## src/rtl/cclk_pkg.sv

```systemverilog
// cclk_pkg: shared types, constants and helper functions for the calendar clock
// holds field widths, carry limits, the month length table and the leap-year test
// no dependencies
package cclk_pkg;

    localparam int unsigned SEC_W   = 6;
    localparam int unsigned MIN_W   = 6;
    localparam int unsigned HOUR_W  = 5;
    localparam int unsigned DAY_W   = 5;
    localparam int unsigned MONTH_W = 4;
    localparam int unsigned YEAR_W  = 16;

    localparam int unsigned S_TDATA_W = 48;
    localparam int unsigned M_TDATA_W = 48;

    localparam logic [SEC_W:0]   SEC_LIMIT   = 7'd60;
    localparam logic [MIN_W:0]   MIN_LIMIT   = 7'd60;
    localparam logic [HOUR_W:0]  HOUR_LIMIT  = 6'd24;
    localparam logic [MONTH_W-1:0] MONTH_LAST = 4'd12;
    localparam logic [MONTH_W-1:0] MONTH_FEB  = 4'd2;

    localparam logic [SEC_W-1:0]   RST_SEC   = 6'd0;
    localparam logic [MIN_W-1:0]   RST_MIN   = 6'd0;
    localparam logic [HOUR_W-1:0]  RST_HOUR  = 5'd0;
    localparam logic [DAY_W-1:0]   RST_DAY   = 5'd1;
    localparam logic [MONTH_W-1:0] RST_MONTH = 4'd1;
    localparam logic [YEAR_W-1:0]  RST_YEAR  = 16'd1970;

    // multiplicative inverse of 25 modulo 2^16 and the divisibility bound
    localparam logic [YEAR_W-1:0] INV25     = 16'h5C29;
    localparam logic [YEAR_W-1:0] DIV25_MAX = 16'd2621;

    typedef enum logic {
        FUNC_TICK = 1'b0,
        FUNC_LOAD = 1'b1
    } func_t;

    typedef struct packed {
        logic [YEAR_W-1:0]  year;
        logic [MONTH_W-1:0] month;
        logic [DAY_W-1:0]   day;
        logic [HOUR_W-1:0]  hour;
        logic [MIN_W-1:0]   minute;
        logic [SEC_W-1:0]   second;
    } stamp_t;

    // gregorian leap test: div by 4 and not by 100, or div by 400
    function automatic logic is_leap(input logic [YEAR_W-1:0] y);
        logic [YEAR_W-1:0] prod;
        logic              div25;
        prod  = y * INV25;
        div25 = (prod <= DIV25_MAX);
        return ((y[1:0] == 2'd0) && !div25) || ((y[3:0] == 4'd0) && div25);
    endfunction

    // invalid months count as 31 days
    function automatic logic [DAY_W-1:0] month_length(input logic [MONTH_W-1:0] m,
                                                      input logic leap);
        logic [DAY_W-1:0] len;
        unique case (m)
            4'd1:    len = 5'd31;
            4'd2:    len = leap ? 5'd29 : 5'd28;
            4'd3:    len = 5'd31;
            4'd4:    len = 5'd30;
            4'd5:    len = 5'd31;
            4'd6:    len = 5'd30;
            4'd7:    len = 5'd31;
            4'd8:    len = 5'd31;
            4'd9:    len = 5'd30;
            4'd10:   len = 5'd31;
            4'd11:   len = 5'd30;
            4'd12:   len = 5'd31;
            default: len = 5'd31;
        endcase
        return len;
    endfunction

endpackage

```

## src/rtl/calendar_clock_leap_year.sv

```systemverilog
// calendar_clock_leap_year: real-time clock calendar with gregorian leap years
// time/date counters, one-pass carry logic and a two-entry output buffer
// depends on cclk_pkg
//
//  channel | dir | tdata (low bit up)                              | tuser
//  --------+-----+-------------------------------------------------+-----------
//  s_      | in  | set_second, set_minute, set_hour, set_day,      | func
//          |     | set_month, set_year (42 bits, zero fill to 48)  |
//  m_      | out | second, minute, hour, day, month_now, year_now, | none
//          |     | leap_year (43 bits, zero fill to 48)            |
//
// one request per clock while s_tready is high; each result is registered
// the counters update in the accepting cycle through the carry chain
// second -> minute -> hour -> day -> month -> year, so back to back requests chain
// reset (aresetn low, synchronous) gives 00:00:00, day 1, month 1, year 1970
// an output register plus a skid entry let one more request in while a result
// waits; s_tready drops only when both entries are full
module calendar_clock_leap_year
    import cclk_pkg::*;
(
    input  logic                 aclk,
    input  logic                 aresetn,

    input  logic                 s_tvalid,
    output logic                 s_tready,
    // set_second[5:0], set_minute[11:6], set_hour[16:12], set_day[21:17],
    // set_month[25:22], set_year[41:26], zero [47:42]
    input  logic [S_TDATA_W-1:0] s_tdata,
    // func[0]: 0 = one-second tick, 1 = load
    input  logic                 s_tuser,

    output logic                 m_tvalid,
    input  logic                 m_tready,
    // second[5:0], minute[11:6], hour[16:12], day[21:17], month_now[25:22],
    // year_now[41:26], leap_year[42], zero [47:43]
    output logic [M_TDATA_W-1:0] m_tdata
);

    localparam int unsigned STAMP_W = $bits(stamp_t);

    // current calendar state
    stamp_t cur_reg, cur_next;
    logic   leap_reg, leap_next;

    // output buffer
    logic [STAMP_W:0] out_reg, skid_reg;
    logic             out_valid_reg, skid_valid_reg;

    logic   push, pop;
    stamp_t load_stamp;
    func_t  func;

    // carry chain signals
    logic [SEC_W:0]    sec_inc;
    logic [MIN_W:0]    min_inc;
    logic [HOUR_W:0]   hour_inc;
    logic [DAY_W:0]    day_inc;
    logic [MONTH_W:0]  month_inc;
    logic [YEAR_W-1:0] year_inc;
    logic              sec_carry, min_carry, hour_carry, day_wrap, month_wrap;
    logic              leap_of_inc, leap_of_set;
    stamp_t            tick_stamp;

    assign func       = func_t'(s_tuser);
    assign load_stamp = stamp_t'(s_tdata[STAMP_W-1:0]);
    assign s_tready   = !skid_valid_reg;
    assign push       = s_tvalid && s_tready;
    assign pop        = out_valid_reg && m_tready;

    // one-second advance with carries
    always_comb begin
        sec_inc    = {1'b0, cur_reg.second} + 1'b1;
        min_inc    = {1'b0, cur_reg.minute} + 1'b1;
        hour_inc   = {1'b0, cur_reg.hour} + 1'b1;
        day_inc    = {1'b0, cur_reg.day} + 1'b1;
        month_inc  = {1'b0, cur_reg.month} + 1'b1;
        year_inc   = cur_reg.year + 1'b1;

        sec_carry  = (sec_inc >= SEC_LIMIT);
        min_carry  = sec_carry && (min_inc >= MIN_LIMIT);
        hour_carry = min_carry && (hour_inc >= HOUR_LIMIT);
        // day rolls only when it passes the month length
        day_wrap   = hour_carry &&
                     (day_inc > {1'b0, month_length(cur_reg.month, leap_reg)});
        // month zero or at/over december goes to january of the next year
        month_wrap = day_wrap &&
                     ((cur_reg.month == '0) || (month_inc > {1'b0, MONTH_LAST}));

        tick_stamp = cur_reg;
        if (!sec_carry) begin
            tick_stamp.second = sec_inc[SEC_W-1:0];
        end else begin
            tick_stamp.second = '0;
            if (!min_carry) begin
                tick_stamp.minute = min_inc[MIN_W-1:0];
            end else begin
                tick_stamp.minute = '0;
                if (!hour_carry) begin
                    tick_stamp.hour = hour_inc[HOUR_W-1:0];
                end else begin
                    tick_stamp.hour = '0;
                    if (!day_wrap) begin
                        tick_stamp.day = day_inc[DAY_W-1:0];
                    end else begin
                        tick_stamp.day = RST_DAY;
                        if (!month_wrap) begin
                            tick_stamp.month = month_inc[MONTH_W-1:0];
                        end else begin
                            tick_stamp.month = RST_MONTH;
                            tick_stamp.year  = year_inc;
                        end
                    end
                end
            end
        end

        // leap flag for the possible next years, computed side by side
        leap_of_inc = is_leap(year_inc);
        leap_of_set = is_leap(load_stamp.year);

        cur_next  = cur_reg;
        leap_next = leap_reg;
        if (push) begin
            unique case (func)
                FUNC_LOAD: begin
                    cur_next  = load_stamp;
                    leap_next = leap_of_set;
                end
                FUNC_TICK: begin
                    cur_next  = tick_stamp;
                    leap_next = month_wrap ? leap_of_inc : leap_reg;
                end
                default: begin
                    cur_next  = cur_reg;
                    leap_next = leap_reg;
                end
            endcase
        end
    end

    always_ff @(posedge aclk) begin
        if (!aresetn) begin
            cur_reg  <= '{year: RST_YEAR, month: RST_MONTH, day: RST_DAY,
                          hour: RST_HOUR, minute: RST_MIN, second: RST_SEC};
            leap_reg <= 1'b0;
        end else begin
            cur_reg  <= cur_next;
            leap_reg <= leap_next;
        end
    end

    // output register with skid entry
    always_ff @(posedge aclk) begin
        if (!aresetn) begin
            out_valid_reg  <= 1'b0;
            skid_valid_reg <= 1'b0;
        end else begin
            if (skid_valid_reg) begin
                if (pop) begin
                    out_reg        <= skid_reg;
                    skid_valid_reg <= 1'b0;
                end
            end else if (!out_valid_reg || pop) begin
                out_valid_reg <= push;
                if (push) begin
                    out_reg <= {leap_next, cur_next};
                end
            end else if (push) begin
                skid_reg       <= {leap_next, cur_next};
                skid_valid_reg <= 1'b1;
            end
        end
    end

    assign m_tvalid = out_valid_reg;
    assign m_tdata  = {{(M_TDATA_W - STAMP_W - 1){1'b0}}, out_reg};

endmodule
```

## config.mk

```make
export PLATFORM = sky130hd
export DESIGN_NAME = calendar_clock_leap_year
export DESIGN_NICKNAME = d
export VERILOG_FILES = /design/src/rtl/cclk_pkg.sv /design/src/rtl/calendar_clock_leap_year.sv
export SDC_FILE = /design/constraint.sdc
export NUM_CORES = 1
export LEC_CHECK = 0
export BUFFER_PORTS_ARGS = -buffer_cell sky130_fd_sc_hd__buf_2
export CAP_MARGIN = 10
export CELL_PAD_IN_SITES_DETAIL_PLACEMENT = 0
export CELL_PAD_IN_SITES_GLOBAL_PLACEMENT = 2
export CORE_MARGIN = 10
export CORE_UTILIZATION = 27
export CTS_BUF_LIST = sky130_fd_sc_hd__clkbuf_16
export CTS_CLUSTER_DIAMETER = 50
export DETAILED_ROUTE_END_ITERATION = 8
export GPL_TIMING_DRIVEN = 0
export PLACE_DENSITY = 0.65
export SYNTH_ARGS = -nofsm -noshare
export SYNTH_HDL_FRONTEND = slang
export SYNTH_SLANG_ARGS = --single-unit
```

## constraint.sdc

```tcl
create_clock -name aclk -period 7.7 [get_ports aclk]
set_input_delay 2.31 -clock aclk [delete_from_list [all_inputs] [get_ports aclk]]
set_output_delay 2.31 -clock aclk [all_outputs]
set_load 0.02 [all_outputs]
```

==> impl_metrics.csv, run 1 <==
group,metric,value,unit
critical_path,worst-endpoint-arrival,7.15,ns
global_routing,grt-ovfl-total,0,
sta,final_min_period_over_clock_period,91.07,%
critical_path,worst_setup_path_startpoint,"s_tdata[28]",
floorplan,core,36700,um^2
placed_design,gpl.final_weighted_congestion,0.8033,
clock_network,postCtsSetupRepairBufs,0,
critical_path,capture_point_of_the_worst_reg_to_reg_path,"out_reg[42]",
clock_network,cts_repair_resize_count,0,
clock_network,cts.clk_slew.worst_paths,0.07,ns
pwr,p_int,1.848,mW
floorplan,fp.dieArea,45480,um^2
pwr,leakage,5.157,nW
pwr,p_seq_share,27.6,%
detailed_routing,detail_route.first_pass.iterations,5,
critical_path,reg2reg_from,"cur_reg[26]",
floorplan,row_count,70,
logic_synthesis,synth_top_cells_by_area,"sky130_fd_sc_hd__edfxtp_1 26%, sky130_fd_sc_hd__ha_1 17%, sky130_fd_sc_hd__dfxtp_1 8.9%",
hold_path,hp-class,"reg2reg",
detailed_routing,via_count,7577,
detailed_routing,detail_route.iter0.violations,410,
placed_design,numPlacedInstances,1584,
critical_path,end_kind,"flip-flop",
sta,fin_crit,7.013,ns
detailed_routing,drt-wirelength-per-cell,18.98,um
logic_synthesis,syn_avg_cell_area,9.925,um^2
flow_run,drv.max_cap_violation_count,0,
sta,fin_setup_tns,0,ns
final_layout,antenna_cells,0,
sta,worst_pin_slew,0.9271,ns
clock_network,cts_buffers,17,
logic_synthesis,async_flop_share,0,%
global_routing,globalRouteTotalUtil,13.79,%
logic_synthesis,synth.yosys.seq_area_share,34.55,%
sta,max_slew_margin,37.72,%
final_layout,drive_above_1_share,16.38,%
pwr,worst_vdd_rail_ir_drop,0.1517,mV
final_layout,fin_nets,1362,
floorplan,chipHeight,213.3,um
floorplan,chip_width,213.3,um
pwr,pwr-share-comb,44.7,%
logic_synthesis,post-synth-top-area-fraction,25.61,%
clock_network,cts_max_path_buffers,2,
sta,finalHoldViolCount,0,
global_routing,grt_first_pass_wirelength,47.62,mm
placed_design,dp_hpwl,23.76,mm
logic_synthesis,netlist-cell-type-count,78,
sta,final.setup_skew,0.01553,ns
clock_network,post_cts_hold_buffers,0,
sta,worst_slack,0.6874,ns
clock_network,level_count_of_the_clock_h_tree,4,
sta,achievable-frequency,0.1426,GHz
sta,rsz0062_at_grt,"false",
global_routing,grt_pass1_vias,7811,
logic_synthesis,synth_edf_count,86,
logic_synthesis,synth_warnings,0,
final_layout,stdcell_count,1616,
detailed_routing,detail_route.wirelength,30.67,mm
final_layout,area_growth_syn_to_layout,16.95,%
critical_path,reg2reg_setup_slack,0.77,ns
critical_path,required,7.83,ns
sta,final_max_slew_viol_count,0,
logic_synthesis,postSynthCellCount,1016,
pwr,power_density,251.7,nW/um^2
critical_path,crit_path_start_kind,"primary input",
global_routing,antenna_found_initial,1,
clock_network,insertion_delay,0.44,ns
detailed_routing,avgViaCountPerCell,4.689,
clock_network,clock_sinks,131,
clock_network,tritoncts,"built",
logic_synthesis,synth_area,10080,um^2
pwr,power.switching,1.120,mW
pwr,share_clk_of_total_power,27.7,%
logic_synthesis,synth-main-ff-cell,"sky130_fd_sc_hd__edfxtp_1",
floorplan,initial_cell_density_of_the_core,27.48,%
critical_path,maximum_net_fanout_on_the_critical_path,5,
global_routing,maximum_number_of_pins_on_one_net_before_global_route_repair,28,
detailed_routing,remaining_number_of_nets_flagged_by_the_antenna_check_after_routing,0,
logic_synthesis,synth_seq_cells,131,
pwr,netSwitchingFraction,37.74,%
critical_path,worst_r2r_path_depth,21,
logic_synthesis,synth_largest_area_cell,"sky130_fd_sc_hd__edfxtp_1",
logic_synthesis,post_synth_most_frequent_cells,"153 x sky130_fd_sc_hd__inv_1, 138 x sky130_fd_sc_hd__ha_1, 86 x sky130_fd_sc_hd__edfxtp_1",
status,status,"finished clean",
floorplan,floorplan.io_pins,103,
critical_path,timing.setup.critical_path_class,"in2reg",
critical_path,endpoint,"out_reg[42]",
detailed_routing,detail_route.drc_violations,0,
placed_design,port_buffers,89,
clock_network,cts-root-buf,"sky130_fd_sc_hd__clkbuf_16",
final_layout,num-fill-cells,3805,
placed_design,place_worst_setup_slack,0.2031,ns
logic_synthesis,synth_most_common_cell,"sky130_fd_sc_hd__inv_1",
sta,finalSetupViolCount,0,
-- cells by family (layout without fill, tap and decap cells) --
kind of cell / Yosys count / after routing / share of synthesized area, %
adder cells (fa/ha/maj): 174 / 174 / 24.27
buffers and inverters: 200 / 328 / 8.115
other: 1 / 5 / 0.03719
AND/OR/NAND/NOR: 216 / 216 / 10.94
flip-flops: 131 / 131 / 34.55
AO/OA/AOI/OAI: 215 / 215 / 14.49
multiplexers: 26 / 26 / 2.854
XOR/XNOR: 53 / 53 / 4.740
-- per-layer routing --
metal | track usage (%) | vias up | share of wire, %
met3 | 2.155 | 25 | 3.7
met4 | 3.422 | 2 | 1.4
met1 | 19.84 | 3639 | 51
met2 | 21.02 | 134 | 44
li1 | - | 3777 | -
met5 | 0 | - | 0.023
-- cell usage in the layout, fill, tap and decap left out, types with 8 or more instances in the layout --
cell type	count
sky130_fd_sc_hd__and3_1	8
sky130_fd_sc_hd__buf_2	94
sky130_fd_sc_hd__xnor2_1	38
sky130_fd_sc_hd__a22oi_1	11
sky130_fd_sc_hd__a22o_1	8
sky130_fd_sc_hd__o31ai_1	13
sky130_fd_sc_hd__o21ai_1	12
sky130_fd_sc_hd__a21oi_1	45
sky130_fd_sc_hd__ha_1	138
sky130_fd_sc_hd__dfxtp_1	45
sky130_fd_sc_hd__and2_1	26
sky130_fd_sc_hd__clkbuf_1	25
sky130_fd_sc_hd__nor3_1	16
sky130_fd_sc_hd__mux2_2	22
sky130_fd_sc_hd__xor2_1	14
sky130_fd_sc_hd__edfxtp_1	86
sky130_fd_sc_hd__fa_1	36
sky130_fd_sc_hd__buf_4	13
sky130_fd_sc_hd__nand2_1	69
sky130_fd_sc_hd__a31oi_1	12
sky130_fd_sc_hd__clkbuf_16	18
sky130_fd_sc_hd__nand3_1	17
sky130_fd_sc_hd__inv_1	153
sky130_fd_sc_hd__o21ai_0	40
sky130_fd_sc_hd__nor2_1	38
-- critical path, cell delays in order --
cell                        delay [ns]
sky130_fd_sc_hd__buf_2            0.16
sky130_fd_sc_hd__inv_1            0.16
sky130_fd_sc_hd__ha_1             0.37
sky130_fd_sc_hd__ha_1             0.29
sky130_fd_sc_hd__inv_1            0.05
sky130_fd_sc_hd__fa_1             0.52
sky130_fd_sc_hd__inv_1            0.05
sky130_fd_sc_hd__fa_1             0.52
sky130_fd_sc_hd__inv_1            0.06
sky130_fd_sc_hd__fa_1             0.52
sky130_fd_sc_hd__inv_1            0.04
sky130_fd_sc_hd__ha_1             0.29
sky130_fd_sc_hd__ha_1             0.34
sky130_fd_sc_hd__or3_1            0.31
sky130_fd_sc_hd__nor4_1           0.15
sky130_fd_sc_hd__nor3b_1          0.28
sky130_fd_sc_hd__o2111ai_1        0.23
sky130_fd_sc_hd__a32oi_1          0.32
sky130_fd_sc_hd__a31oi_1          0.16
-- metrics by stage --
stage	power (mW)	hold WS, ns	utilization [%]	instance area [um^2]
2_1_floorplan	1.858	0.4843	-	10100
4_1_cts	3.019	0.5209	32.13	11790
6_report	2.969	0.5242	32.13	11790
3_3_place_gp	2.176	0.5088	30.33	11130
3_5_place_dp	2.175	0.5125	30.55	11210
5_1_grt	3.254	0.5595	32.13	11790
-- worst min-delay path by stage --
stage                      startpoint           to  slack, ns  depth (start not counted)
final                     cur_reg[11]  cur_reg[11]       0.52                          2
after global routing      skid_reg[9]   out_reg[9]       0.56                          1
after CTS                 cur_reg[11]  cur_reg[11]       0.52                          2
after detailed placement  cur_reg[11]  cur_reg[11]       0.51                          2
after global placement    cur_reg[11]  cur_reg[11]       0.51                          2
after floorplan           cur_reg[11]  cur_reg[11]       0.48                          2
-- layout make-up --
type / instances / area [um^2] / area share (%)
Sequential cell: 131 / 3483 / 29.54
Timing Repair Buffer: 96 / 510.5 / 4.329
Multi-Input combinational cell: 689 / 5814 / 49.30
Clock buffer: 18 / 450.4 / 3.820
Inverter: 153 / 574.3 / 4.870
Buffer: 47 / 244.0 / 2.069
Tap cell: 468 / 585.6 / 4.966
Clock inverter: 14 / 130.1 / 1.103
-- power groups by stage --
stage	Clock, mW	Combinational [mW]	Sequential [mW]
2_1_floorplan	0	1.01	0.848
3_3_place_gp	0	1.34	0.836
3_5_place_dp	0	1.34	0.833
4_1_cts	0.840	1.36	0.818
5_1_grt	0.870	1.56	0.822
6_report	0.822	1.33	0.818
No activity file was read; power rests on OpenSTA's default activity.
==> run 2, diff against run 1 <==
Settings changed: REMOVE_ABC_BUFFERS set to 1.
==> run 2 against run 1 <==
Against the previous run: fmax is 2.6% higher; routed wire length is 11% lower; worst setup slack better by 0.18 ns; power is 1.3% higher; clock power is 7.1% higher; design area is 1.0% lower; via count is 2.6% lower; die area stayed put; count of clock-buffer cells in the layout is 1 lower; utilization is 0.32 points lower; cell count is 2.6% lower; critical endpoint unchanged.
==> impl_metrics.csv, run 2 (synthesis gave the netlist of run 1 again) <==
group,metric,value,unit
flow_run,drv.max_cap_violation_count,0,
clock_network,cts_buffers,17,
global_routing,globalRouteTotalUtil,12.22,%
global_routing,grt_first_pass_wirelength,43.50,mm
floorplan,core,36700,um^2
floorplan,chipHeight,213.3,um
detailed_routing,detail_route.first_pass.iterations,5,
final_layout,drive_above_1_share,15.91,%
sta,rsz0062_at_grt,"false",
final_layout,antenna_cells,0,
floorplan,row_count,70,
global_routing,antenna_found_initial,0,
critical_path,end_kind,"flip-flop",
clock_network,cts_max_path_buffers,2,
detailed_routing,remaining_number_of_nets_flagged_by_the_antenna_check_after_routing,0,
final_layout,fin_nets,1320,
clock_network,post_cts_hold_buffers,0,
pwr,power_density,257.6,nW/um^2
critical_path,worst-endpoint-arrival,6.97,ns
sta,finalHoldViolCount,0,
pwr,worst_vdd_rail_ir_drop,0.1566,mV
sta,max_slew_margin,17.29,%
critical_path,timing.setup.critical_path_class,"reg2reg",
detailed_routing,detail_route.wirelength,27.29,mm
placed_design,dp_hpwl,20.72,mm
clock_network,cts-root-buf,"sky130_fd_sc_hd__clkbuf_16",
critical_path,required,7.83,ns
floorplan,initial_cell_density_of_the_core,27.48,%
detailed_routing,via_count,7380,
clock_network,level_count_of_the_clock_h_tree,4,
final_layout,area_growth_syn_to_layout,15.78,%
critical_path,worst_r2r_path_depth,21,
floorplan,fp.dieArea,45480,um^2
sta,final_min_period_over_clock_period,88.73,%
clock_network,postCtsSetupRepairBufs,0,
critical_path,crit_path_start_kind,"flip-flop",
sta,finalSetupViolCount,0,
hold_path,whs_path_depth,1,
detailed_routing,detail_route.iter0.violations,348,
final_layout,most_common_cell_after_layout_fill_and_taps_aside,"sky130_fd_sc_hd__inv_1",
floorplan,floorplan.io_pins,103,
placed_design,place_worst_setup_slack,0.3860,ns
final_layout,final_cell_mix,"154 x sky130_fd_sc_hd__inv_1, 138 x sky130_fd_sc_hd__ha_1, 91 x sky130_fd_sc_hd__buf_2",
sta,worst_pin_slew,1.239,ns
floorplan,chip_width,213.3,um
sta,fin_setup_tns,0,ns
detailed_routing,detail_route.drc_violations,0,
clock_network,insertion_delay,0.42,ns
detailed_routing,detail_route.wirelength.met1,13.36,mm
detailed_routing,drt-wirelength-per-cell,17.34,um
clock_network,tritoncts,"built",
clock_network,cts_repair_resize_count,0,
detailed_routing,met2_length,12.79,mm
status,status,"finished clean",
placed_design,port_buffers,91,
final_layout,num-fill-cells,3805,
critical_path,maximum_net_fanout_on_the_critical_path,7,
pwr,leakage,5.088,nW
clock_network,cts.clk_slew.worst_paths,0.07,ns
global_routing,grt-ovfl-total,0,
sta,final_max_slew_viol_count,0,
placed_design,gpl.final_weighted_congestion,0.7843,
detailed_routing,top_layer_used,"met4",
global_routing,grt_pass1_vias,7626,
clock_network,clock_sinks,131,
sta,worst_slack,0.8679,ns
sta,final.setup_skew,0.01501,ns
sta,achievable-frequency,0.1464,GHz
global_routing,maximum_number_of_pins_on_one_net_before_global_route_repair,48,
detailed_routing,route.met3.wl,895,um
hold_path,hp-class,"reg2reg",
detailed_routing,avgViaCountPerCell,4.689,
critical_path,reg2reg_setup_slack,0.87,ns
sta,fin_crit,6.832,ns
run 2: cell types whose count changed in the layout (fill, tap and decap cells not counted), sizes merged:
cell      before  now
clkbuf        47   17
buf          114  101
bufinv         0    4
clkinv         3    1
inv          164  162
clkinvlp       0    1
run 2: power by group:
group	total (mW)	switching (mW)	internal (mW)
logic	1.30	0.695	0.605
clock network	0.880	0.333	0.548
registers	0.827	0.0330	0.794
total	3.01	1.06	1.95
run 2: per-stage QoR:
| stage | instances | area, um^2 | util, % | hold WS (ns) | total power, mW |
|---|---|---|---|---|---|
| after floorplan | 973 | 9854 | - | 0.4843 | 1.843 |
| after global placement | 1532 | 10900 | 29.69 | 0.5098 | 2.159 |
| after detailed placement | 1542 | 11040 | 30.10 | 0.5213 | 2.164 |
| after CTS | 1574 | 11670 | 31.81 | 0.5305 | 3.063 |
| after global routing | 1574 | 11670 | 31.81 | 0.5567 | 3.280 |
| final | 1574 | 11670 | 31.81 | 0.5279 | 3.007 |
run 2: worst paths after layout:
check              startpoint        endpoint
hold reg to reg      m_tvalid  skid_valid_reg
setup reg to reg  cur_reg[26]     out_reg[42]
setup / recovery  cur_reg[26]     out_reg[42]
hold / removal       m_tvalid  skid_valid_reg
run 2: critical path, stage by stage, from the launching register on:
cell and delay (ns):
sky130_fd_sc_hd__dfxtp_1 0.45, sky130_fd_sc_hd__ha_1 0.37, sky130_fd_sc_hd__nand2_1 0.12, sky130_fd_sc_hd__nor3_1 0.74
sky130_fd_sc_hd__xnor2_1 0.33, sky130_fd_sc_hd__ha_1 0.37, sky130_fd_sc_hd__inv_1 0.05, sky130_fd_sc_hd__fa_1 0.49
sky130_fd_sc_hd__inv_1 0.05, sky130_fd_sc_hd__ha_1 0.27, sky130_fd_sc_hd__inv_1 0.04, sky130_fd_sc_hd__fa_1 0.47
sky130_fd_sc_hd__inv_1 0.05, sky130_fd_sc_hd__fa_1 0.49, sky130_fd_sc_hd__ha_1 0.31, sky130_fd_sc_hd__ha_1 0.35
sky130_fd_sc_hd__a21oi_1 0.15, sky130_fd_sc_hd__nor2_1 0.05, sky130_fd_sc_hd__a311o_1 0.31, sky130_fd_sc_hd__or4_1 0.45
sky130_fd_sc_hd__o21ai_1 0.45, sky130_fd_sc_hd__a31oi_1 0.16
run 2: area by class of cell:
class                           count  area (um^2)  share of cell area [%]
Multi-Input combinational cell    689         5824                   49.89
Sequential cell                   131         3485                   29.85
Tap cell                          468        585.6                   5.016
Timing Repair Buffer              101        575.6                   4.930
Inverter                          153        574.3                   4.919
Clock buffer                       17        425.4                   3.644
Clock inverter                     15        205.2                   1.758
run 2: layer usage:
| layer | global-route usage (%) | vias up |
|---|---|---|
| met4 | 3.031 | 0 |
| met2 | 19.73 | 108 |
| li1 | - | 3697 |
| met3 | 1.774 | 17 |
| met5 | 0 | - |
| met1 | 16.75 | 3558 |
==> run 3, diff against run 2 <==
Settings changed: CORE_UTILIZATION 27 to 25, PLACE_DENSITY 0.65 to 0.62.
==> run 3 against run 2 <==
Against the previous run: fmax is 1.8% lower; sequential power is essentially flat; sequential share of layout area down 0.12 points; cell count increased by 3.7%; design area up 0.42%; power decreased by 1.1%; largest cell class unchanged; highest routed layer is now met5.
==> impl_metrics.csv, run 3 (synthesis gave the netlist of run 1 again) <==
group,metric,value,unit
global_routing,grt-ovfl-total,0,
sta,final_min_period_over_clock_period,90.31,%
floorplan,initial_cell_density_of_the_core,25.32,%
placed_design,port_buffers,91,
final_layout,drive_above_1_share,15.81,%
placed_design,post_dp_cell_area,11130,um^2
critical_path,timing.critical_path.cells,"ha_1, nand2_1, nor3_1, xnor2_1, ha_1, inv_1, fa_1, inv_1, ha_1, inv_1, fa_1, inv_1, fa_1, ha_1, ha_1, a21oi_1, nor2_1, a311o_1, or4_1, o21ai_1, a31oi_1",
critical_path,maximum_net_fanout_on_the_critical_path,7,
detailed_routing,detail_route.wirelength,27.71,mm
global_routing,grt_first_pass_wirelength,44.18,mm
clock_network,tritoncts,"built",
critical_path,crit_path_max_delay_family,"adder cells",
critical_path,crit_path_start_kind,"flip-flop",
critical_path,cp_slowest_cell,"sky130_fd_sc_hd__nor3_1",
floorplan,floorplan.io_pins,103,
pwr,power_density,253.8,nW/um^2
final_layout,finish.instance_area,11720,um^2
detailed_routing,detail_route.first_pass.iterations,6,
final_layout,area_growth_syn_to_layout,16.27,%
sta,rsz0062_at_grt,"false",
final_layout,most_common_cell_after_layout_fill_and_taps_aside,"sky130_fd_sc_hd__inv_1",
status,status,"finished clean",
global_routing,global_route.usage.met3,1.951,%
final_layout,final_cell_mix,"155 x sky130_fd_sc_hd__inv_1, 138 x sky130_fd_sc_hd__ha_1, 91 x sky130_fd_sc_hd__buf_2",
global_routing,grt_most_used_layer,"met2",
floorplan,chipHeight,220.8,um
clock_network,postCtsSetupRepairBufs,0,
critical_path,timing.setup.critical_path_class,"reg2reg",
final_layout,antenna_cells,0,
sta,worst_slack,0.7459,ns
clock_network,cts_max_path_buffers,2,
detailed_routing,detail_route.drc_violations,0,
global_routing,met2_usage,18.86,%
sta,achievable-frequency,0.1438,GHz
critical_path,worst-endpoint-arrival,7.09,ns
detailed_routing,drt-wirelength-per-cell,16.98,um
placed_design,place_worst_setup_slack,0.3496,ns
sta,worst_pin_slew,1.210,ns
placed_design,gpl.final_weighted_congestion,0.7508,
hold_path,hp-class,"reg2reg",
clock_network,cts_repair_resize_count,0,
global_routing,globalRouteTotalUtil,11.24,%
sta,final_max_slew_viol_count,0,
sta,hold-worst-slack,0.5254,ns
sta,final.setup_skew,0.009402,ns
sta,finalSetupViolCount,0,
floorplan,core,39820,um^2
global_routing,groute.layer.met1.usage,14.79,%
clock_network,clock_sinks,131,
clock_network,insertion_delay,0.43,ns
critical_path,required,7.83,ns
sta,finalHoldViolCount,0,
floorplan,chip_width,220.8,um
clock_network,cts-root-buf,"sky130_fd_sc_hd__clkbuf_16",
clock_network,post_cts_hold_buffers,0,
detailed_routing,detail_route.iter0.violations,315,
sta,fin_crit,6.954,ns
detailed_routing,via_count,7390,
floorplan,row_count,73,
pwr,leakage,5.068,nW
critical_path,slowest_delay,0.80,ns
global_routing,grt_pass1_vias,7597,
global_routing,antenna_found_initial,1,
sta,max_slew_margin,19.32,%
critical_path,critPathMostFrequentCell,"sky130_fd_sc_hd__ha_1",
pwr,worst_vdd_rail_ir_drop,0.1549,mV
critical_path,end_kind,"flip-flop",
clock_network,cts_buffers,17,
placed_design,dp_hpwl,21.36,mm
flow_run,drv.max_cap_violation_count,0,
clock_network,level_count_of_the_clock_h_tree,4,
clock_network,cts.clk_slew.worst_paths,0.06,ns
detailed_routing,avgViaCountPerCell,4.528,
floorplan,fp.dieArea,48770,um^2
critical_path,buffer_and_inverter_count_on_the_worst_path,4,
final_layout,fin_nets,1321,
global_routing,maximum_number_of_pins_on_one_net_before_global_route_repair,48,
detailed_routing,remaining_number_of_nets_flagged_by_the_antenna_check_after_routing,0,
run 3: path summary, 6_finish.rpt:
check | start | endpoint | slack, ns | depth (start not counted)
worst max-delay path | cur_reg[26] | out_reg[42] | 0.75 | 21
worst min-delay path | cur_reg[11] | cur_reg[11] | 0.53 | 2
worst max register to register | cur_reg[26] | out_reg[42] | 0.75 | 21
worst min register to register | cur_reg[11] | cur_reg[11] | 0.53 | 2
run 3: per-stage QoR:
step / setup TNS, ns / cells / power (mW) / util [%]
4_1_cts: 0 / 1632 / 3.019 / 29.44
3_5_place_dp: 0 / 1600 / 2.175 / 27.95
2_1_floorplan: 0 / 973 / 1.843 / -
3_3_place_gp: -204.77 / 1589 / 2.166 / 27.54
5_1_grt: 0 / 1632 / 3.243 / 29.44
6_report: 0 / 1632 / 2.975 / 29.44
run 3: worst reg2reg max path, stage by stage, from the launching register on:
cell and delay (ns):
sky130_fd_sc_hd__dfxtp_1 0.47, sky130_fd_sc_hd__ha_1 0.37, sky130_fd_sc_hd__nand2_1 0.12, sky130_fd_sc_hd__nor3_1 0.80
sky130_fd_sc_hd__xnor2_1 0.35, sky130_fd_sc_hd__ha_1 0.38, sky130_fd_sc_hd__inv_1 0.05, sky130_fd_sc_hd__fa_1 0.49
sky130_fd_sc_hd__inv_1 0.05, sky130_fd_sc_hd__ha_1 0.27, sky130_fd_sc_hd__inv_1 0.04, sky130_fd_sc_hd__fa_1 0.47
sky130_fd_sc_hd__inv_1 0.05, sky130_fd_sc_hd__fa_1 0.49, sky130_fd_sc_hd__ha_1 0.30, sky130_fd_sc_hd__ha_1 0.36
sky130_fd_sc_hd__a21oi_1 0.14, sky130_fd_sc_hd__nor2_1 0.05, sky130_fd_sc_hd__a311o_1 0.30, sky130_fd_sc_hd__or4_1 0.44
sky130_fd_sc_hd__o21ai_1 0.50, sky130_fd_sc_hd__a31oi_1 0.17
run 3: cell type report:
class	count	area, um^2
clock inverter	15	167.7
multi-input combinational	689	5824
timing repair buffer	102	590.6
inverter	153	574.3
clock buffer	17	425.4
tap	525	656.9
sequential	131	3485
fill	4289	28100
run 3: routing by layer:
metal  wire [um]  vias up  part of all wire [%]
li1            -     3690                     -
met1       13380     3586                    48
met2       13370       97                    48
met3         723       15                   2.6
met4         229        2                  0.83
met5          12        -                 0.043
run 3: power by group:
| part | switching, mW | leakage (nW) | internal [mW] |
|---|---|---|---|
| registers | 0.0332 | 1.17 | 0.794 |
| clock network | 0.317 | 0.285 | 0.505 |
| logic | 0.717 | 3.62 | 0.608 |
| total | 1.07 | 5.07 | 1.91 |
